$ cat src/rtl/core/u8sv_pkg.sv
// ----------------------------------------------------------------------------
// u8sv_pkg
// Types and code point limits of the UTF-8 stream validator.
// ----------------------------------------------------------------------------
`timescale 1ns / 1ps
`default_nettype none

package u8sv_pkg;

   localparam int ACC_WIDTH = 21;

   typedef logic [ACC_WIDTH-1:0] code_type;
   typedef logic [1:0]           count_type;

   // Smallest code point that each sequence length may legally encode.
   localparam code_type MIN_TWO_BYTE   = 21'h00080;
   localparam code_type MIN_THREE_BYTE = 21'h00800;
   localparam code_type MIN_FOUR_BYTE  = 21'h10000;

   localparam code_type MAX_CODE       = 21'h10FFFF;
   localparam code_type SURROGATE_LO   = 21'h0D800;
   localparam code_type SURROGATE_HI   = 21'h0DFFF;

   // Continuation counts (bytes still expected after the lead).
   localparam count_type CONT_NONE  = 2'd0;
   localparam count_type CONT_ONE   = 2'd1;
   localparam count_type CONT_TWO   = 2'd2;
   localparam count_type CONT_THREE = 2'd3;

endpackage

`default_nettype wire

$ cat src/rtl/core/utf8_stream_validator.sv
// Result goes to the output register, or the skid register if held; decode is one short
// step from the state registers. Throughput: one byte per cycle while req_stall is low.
// A two-entry result buffer (output register plus skid register) keeps bytes flowing
// while a result waits; req_stall rises only when both entries are full.
// Reset (synchronous, active high) clears the decode state and empties the result buffer.
// ----------------------------------------------------------------------------
// utf8_stream_validator
// Checks a byte stream for well-formed UTF-8 and reports once per string.
// ----------------------------------------------------------------------------
`timescale 1ns / 1ps
`default_nettype none

module utf8_stream_validator
   import u8sv_pkg::*;
(
   input  wire logic       clock,
   input  wire logic       reset,
   // input channel: one byte of the string per item
   input  wire logic       req_valid,
   output logic            req_stall,
   input  wire logic [7:0] req_data_byte,
   input  wire logic       req_last_byte,
   // result channel: one item per string
   output logic            rsp_valid,
   input  wire logic       rsp_stall,
   output logic            rsp_string_valid
);

   // Decode state of the string in flight.
   count_type pending_ff, pending_in;
   count_type seqlen_ff,  seqlen_in;
   code_type  acc_ff,     acc_in;
   logic      error_ff,   error_in;

   // Next values as if the current byte were taken, before the end-of-string clear.
   count_type pending_nx;
   count_type seqlen_nx;
   code_type  acc_nx;
   logic      error_nx;
   logic      verdict;

   // Result buffer: output register and skid register.
   logic main_valid_ff, main_valid_in;
   logic main_data_ff,  main_data_in;
   logic skid_valid_ff, skid_valid_in;
   logic skid_data_ff,  skid_data_in;

   logic req_take;
   logic rsp_take;
   logic new_result;

   assign req_take   = req_valid && !req_stall;
   assign rsp_take   = main_valid_ff && !rsp_stall;
   assign new_result = req_take && req_last_byte;

   // Hold the input only when both result entries are occupied.
   assign req_stall = skid_valid_ff;

   // ---------------------------------------------------------------------
   // Byte decode
   // ---------------------------------------------------------------------
   always_comb begin
      pending_nx = pending_ff;
      seqlen_nx  = seqlen_ff;
      acc_nx     = acc_ff;
      error_nx   = error_ff;

      if (pending_ff == CONT_NONE) begin
         // Lead byte: open a new character.
         if (!req_data_byte[7]) begin
            if (req_data_byte == 8'h00) begin
               error_nx = 1'b1;
            end
         end else if (req_data_byte[7:5] == 3'b110) begin
            pending_nx = CONT_ONE;
            seqlen_nx  = CONT_ONE;
            acc_nx     = code_type'(req_data_byte[4:0]);
         end else if (req_data_byte[7:4] == 4'b1110) begin
            pending_nx = CONT_TWO;
            seqlen_nx  = CONT_TWO;
            acc_nx     = code_type'(req_data_byte[3:0]);
         end else if (req_data_byte[7:3] == 5'b11110) begin
            pending_nx = CONT_THREE;
            seqlen_nx  = CONT_THREE;
            acc_nx     = code_type'(req_data_byte[2:0]);
         end else begin
            // stray continuation byte or a lead of five bytes or more
            error_nx = 1'b1;
         end
      end else begin
         if (req_data_byte[7:6] != 2'b10) begin
            // Drop the character; the byte is not decoded again as a lead.
            error_nx   = 1'b1;
            pending_nx = CONT_NONE;
         end else begin
            acc_nx     = {acc_ff[ACC_WIDTH-7:0], req_data_byte[5:0]};
            pending_nx = pending_ff - 2'd1;
            if (pending_nx == CONT_NONE) begin
               // Character complete: reject overlong, out of range, surrogate.
               if ((seqlen_ff == CONT_ONE   && acc_nx < MIN_TWO_BYTE)   ||
                   (seqlen_ff == CONT_TWO   && acc_nx < MIN_THREE_BYTE) ||
                   (seqlen_ff == CONT_THREE && acc_nx < MIN_FOUR_BYTE)  ||
                   (acc_nx > MAX_CODE) ||
                   (acc_nx >= SURROGATE_LO && acc_nx <= SURROGATE_HI)) begin
                  error_nx = 1'b1;
               end
            end
         end
      end

      // A string cut short inside a character fails too.
      verdict = !error_nx && (pending_nx == CONT_NONE);
   end

   // Advance the decode state on each taken byte; clear it after the final byte.
   always_comb begin
      pending_in = pending_ff;
      seqlen_in  = seqlen_ff;
      acc_in     = acc_ff;
      error_in   = error_ff;
      if (req_take) begin
         if (req_last_byte) begin
            pending_in = CONT_NONE;
            seqlen_in  = CONT_NONE;
            acc_in     = '0;
            error_in   = 1'b0;
         end else begin
            pending_in = pending_nx;
            seqlen_in  = seqlen_nx;
            acc_in     = acc_nx;
            error_in   = error_nx;
         end
      end
   end

   // ---------------------------------------------------------------------
   // Result buffer
   // ---------------------------------------------------------------------
   always_comb begin
      main_valid_in = main_valid_ff;
      main_data_in  = main_data_ff;
      skid_valid_in = skid_valid_ff;
      skid_data_in  = skid_data_ff;

      if (!main_valid_ff || rsp_take) begin
         // Output register frees up: refill from the skid first, else from decode.
         if (skid_valid_ff) begin
            main_valid_in = 1'b1;
            main_data_in  = skid_data_ff;
            skid_valid_in = 1'b0;
         end else if (new_result) begin
            main_valid_in = 1'b1;
            main_data_in  = verdict;
         end else begin
            main_valid_in = 1'b0;
         end
      end else if (new_result) begin
         // Output held downstream: park the new result in the skid.
         skid_valid_in = 1'b1;
         skid_data_in  = verdict;
      end
   end

   always_ff @(posedge clock) begin
      if (reset) begin
         pending_ff    <= CONT_NONE;
         seqlen_ff     <= CONT_NONE;
         acc_ff        <= '0;
         error_ff      <= 1'b0;
         main_valid_ff <= 1'b0;
         skid_valid_ff <= 1'b0;
      end else begin
         pending_ff    <= pending_in;
         seqlen_ff     <= seqlen_in;
         acc_ff        <= acc_in;
         error_ff      <= error_in;
         main_valid_ff <= main_valid_in;
         skid_valid_ff <= skid_valid_in;
      end
   end

   // Result payload needs no reset.
   always_ff @(posedge clock) begin
      main_data_ff <= main_data_in;
      skid_data_ff <= skid_data_in;
   end

   assign rsp_valid        = main_valid_ff;
   assign rsp_string_valid = main_data_ff;

endmodule

`default_nettype wire

$ cat config.mk
export PLATFORM = sky130hd
export DESIGN_NAME = utf8_stream_validator
export DESIGN_NICKNAME = d
export VERILOG_FILES = /design/src/rtl/core/u8sv_pkg.sv /design/src/rtl/core/utf8_stream_validator.sv
export SDC_FILE = /design/constraint.sdc
export NUM_CORES = 1
export LEC_CHECK = 0
export BUFFER_PORTS_ARGS = -buffer_cell sky130_fd_sc_hd__buf_4
export CAP_MARGIN = 25
export CORE_UTILIZATION = 40
export DETAILED_ROUTE_END_ITERATION = 8
export PLACE_DENSITY = 0.65
export REMOVE_ABC_BUFFERS = 1
export SKIP_LAST_GASP = 1
export SYNTH_ARGS = -nofsm -noshare
export SYNTH_HDL_FRONTEND = slang
export SYNTH_SLANG_ARGS = --single-unit
export TNS_END_PERCENT = 50
$ cat constraint.sdc
create_clock -name clock -period 1.7 [get_ports clock]
set_input_delay 0.17 -clock clock [delete_from_list [all_inputs] [get_ports clock]]
set_output_delay 0.17 -clock clock [all_outputs]
set_load 0.1 [all_outputs]
==> reports/summary.json <==
{
  "post-dp-hpwl": {"value": 2160, "unit": "um"},
  "share_of_synthesized_area_occupied_by_flip_flops_and_latches": {"value": 38.7, "unit": "%"},
  "layout-area-overhead-vs-synth": {"value": 29.8, "unit": "%"},
  "synth_edf_count": {"value": 2},
  "clk_pin_slew_worst_paths": {"value": 140, "unit": "ps"},
  "placeableCoreArea": {"value": 3050, "unit": "um^2"},
  "req_time_crit_path": {"value": 1790, "unit": "ps"},
  "clock_sinks": {"value": 24},
  "finalPower": {"value": 0.00124, "unit": "W"},
  "synth-seq-cells": {"value": 24},
  "power.internal": {"value": 0.000922, "unit": "W"},
  "worst_ir_drop_vdd": {"value": 0.354, "unit": "mV"},
  "fmax": {"value": 553, "unit": "MHz"},
  "postSynthAreaPerCell": {"value": 8.14, "unit": "um^2"},
  "cts_tree": {"value": "done"},
  "totalWireLength": {"value": 3060, "unit": "um"},
  "drt-initial-drc-count": {"value": 74},
  "grt_setup_unrepaired": {"value": "true"},
  "post_drt_wl_per_cell": {"value": 13.3, "unit": "um"},
  "via_per_inst": {"value": 5.33},
  "period_share": {"value": 106, "unit": "%"},
  "cts_made_buffers": {"value": 3},
  "antenna_found_initial": {"value": 0},
  "critical_path.max_fanout": {"value": 3},
  "timing.clock.skew": {"value": 7.13, "unit": "ps"},
  "power.static_leakage": {"value": 0.646, "unit": "nW"},
  "port_buffers": {"value": 15},
  "hold_buffers": {"value": 0},
  "placed_cells": {"value": 224},
  "hp-start": {"value": "reset"},
  "synth.cell_area": {"value": 1290, "unit": "um^2"},
  "clkLatencyLatePin": {"value": 320, "unit": "ps"},
  "setup_slack": {"value": -107, "unit": "ps"},
  "count_of_pins_on_the_block_boundary": {"value": 16},
  "power.share.switching": {"value": 25.4, "unit": "%"},
  "grt_start_max_net_pins": {"value": 15},
  "sequentialPowerShare": {"value": 47.7, "unit": "%"},
  "switching_power": {"value": 0.000314, "unit": "W"},
  "grt_util_all_layers": {"value": 17.6, "unit": "%"},
  "final-setup-viol-count": {"value": 2},
  "synth.largest_area_cell": {"value": "dfxtp_1"},
  "cts-root-to-sink-buffers": {"value": 2},
  "yosys.cell_count.top_type": {"value": "nand2_1"},
  "ant_nets": {"value": 0},
  "most_frequently_used_flop_master_after_synthesis": {"value": "dfxtp_1"},
  "crit_type": {"value": "register to register"},
  "place.gp.congestion": {"value": 0.872},
  "grt.overflow.total": {"value": 0},
  "hp-class": {"value": "primary input to register"},
  "seqCellArea": {"value": 503, "unit": "um^2"},
  "crit_path_start": {"value": "acc_ff[6]"},
  "grt_pass1_wl": {"value": 4630, "unit": "um"},
  "power.share.clock": {"value": 33.6, "unit": "%"},
  "dieArea": {"value": 3470, "unit": "um^2"},
  "drive_above_1_share": {"value": 25.3, "unit": "%"},
  "timing_hold_violations_final": {"value": 0},
  "clk_root_buffer_cell": {"value": "clkbuf_4"},
  "rows": {"value": 20},
  "power.density_cell_area": {"value": 736, "unit": "nW/um^2"},
  "critical_path.reg2reg.startpoint": {"value": "acc_ff[6]"},
  "fp.dieH": {"value": 58.9, "unit": "um"},
  "num-fill-cells": {"value": 303},
  "first_global_vias": {"value": 1062},
  "post_synth_main_area_contributors": {"value": "dfxtp_1 (34%), mux2i_1 (9.3%), nand2_1 (9.0%)"},
  "finalNetCount": {"value": 202},
  "run_status": {"value": "complete, but fails checks"},
  "timing.critical_path.to_type": {"value": "register"},
  "cap_viol_max_count": {"value": 0},
  "drt_first_pass_iters": {"value": 4},
  "slew_headroom": {"value": 71.6, "unit": "%"},
  "worstMarginPinSlew": {"value": 426, "unit": "ps"},
  "cts_max_level": {"value": 1},
  "synth_async_sr_flop_share": {"value": 0, "unit": "%"},
  "failing_checks": {"value": "setup timing"},
  "critical_path.startpoint_type": {"value": "register"},
  "yosys.area.top_type_share": {"value": 34.0, "unit": "%"},
  "num_antenna_cells": {"value": 0},
  "die_width": {"value": 58.9, "unit": "um"},
  "synthesis.instances": {"value": 159},
  "starting_utilization_of_the_core_area": {"value": 42.4, "unit": "%"},
  "finalMaxSlewViolations": {"value": 0},
  "yosysUniqueCellTypes": {"value": 39},
  "synthesis.yosys.warnings": {"value": 0},
  "worstPathArrival": {"value": 1900, "unit": "ps"},
  "post_synth_top_cells": {"value": "nand2_1 (31), dfxtp_1 (22), a21oi_1 (16), mux2i_1 (12), nor2_1 (11)"},
  "share_comb_of_total_power": {"value": 18.7, "unit": "%"},
  "drc": {"value": 0},
  "final_cell_count_no_fill": {"value": 230},
  "via_count": {"value": 1225},
  "multi_input_area": {"value": 772, "unit": "um^2"},
  "layout_min_cycle_time": {"value": 1810, "unit": "ps"}
}
==> logic make-up after synthesis <==
logic type / synth area share, %
xor+xnor: 0.677
buf+inv: 6.87
compound gates: 18.8
simple gates: 23.8
fa+ha+maj: 1.93
mux: 9.28
flops: 38.7
==> power by group through the flow <==
stage / clock (W) / sequential, W / combinational, W
after floorplan: 0 / 0.000625 / 0.0000873
after global placement: 0 / 0.000601 / 0.000195
after detailed placement: 0 / 0.000601 / 0.000196
after CTS: 0.000430 / 0.000589 / 0.000199
after global routing: 0.000442 / 0.000591 / 0.000249
final: 0.000415 / 0.000589 / 0.000232
==> stage by stage <==
step | hold WS [ps] | instance area, um^2 | worst slack [ps] | util [%] | setup TNS (ps)
2_1_floorplan | 239 | 1230 | -530 | - | -6730
3_3_place_gp | 448 | 1520 | -74.5 | 49.9 | -559
3_5_place_dp | 455 | 1520 | -83.4 | 49.9 | -989
4_1_cts | 91.0 | 1580 | -80.9 | 51.8 | -139
5_1_grt | 94.4 | 1680 | -177 | 55.0 | -400
6_report | 99.1 | 1680 | -107 | 55.0 | -195
==> sequential cells by signal, indices dropped and copies added (netlist names) <==
name and flops:
rsp_string_valid 1, acc_ff 15, seqlen_ff 2, rsp_valid 1, pending_ff 2, error_ff 1, req_stall 1, skid_data_ff 1
==> per-layer routing <==
metal | vias up | part of all wire, % | global-route usage, %
met3 | 9 | 3.8 | 3.30
li1 | 616 | - | -
met2 | 32 | 48 | 28.6
met1 | 568 | 46 | 22.9
met5 | - | 0 | 0
met4 | 0 | 2.7 | 7.14
==> cell type report <==
type | count | area share, %
inverter | 7 | 1.56
timing repair buffer | 32 | 16.1
tap | 44 | 3.28
multi-input combinational | 119 | 46.0
sequential | 24 | 30.0
clock buffer | 3 | 1.34
clock inverter | 1 | 1.79
==> worst max-delay path, stage by stage, from the launching register on <==
cell and delay (ps):
dfxtp_1 340, or4_1 520, or3_4 360, a311oi_4 250
o31ai_1 110
==> repair_timing <==
item,CTS,global route
pin swaps,1,2
setup buffers,0,1
setup endpoints to repair,16,16
gates cloned,0,1
resized for setup,3,12
==> placed cells by master (no fill, tap or decap), drive strengths merged, types with 3 or more instances in the layout <==
cell type  Yosys  routed
nor4           3       3
buf            4      31
o21ai          8       8
clkbuf         5       4
mux2i         12      12
nor3           4       4
dfxtp         22      22
a21oi         16      16
inv            7       7
a31oi          3       3
nand2         31      31
nand3          5       5
nor2          11      11
==> path summary, 6_finish.rpt <==
check                                         to  slack, ps  cells after the start
worst min-delay path                   acc_ff[1]        100                      2
worst max register to register  rsp_string_valid       -110                      4
worst min register to register        acc_ff[12]        470                      2
worst max-delay path            rsp_string_valid       -110                      4
Power figures use the tool's default switching activity.
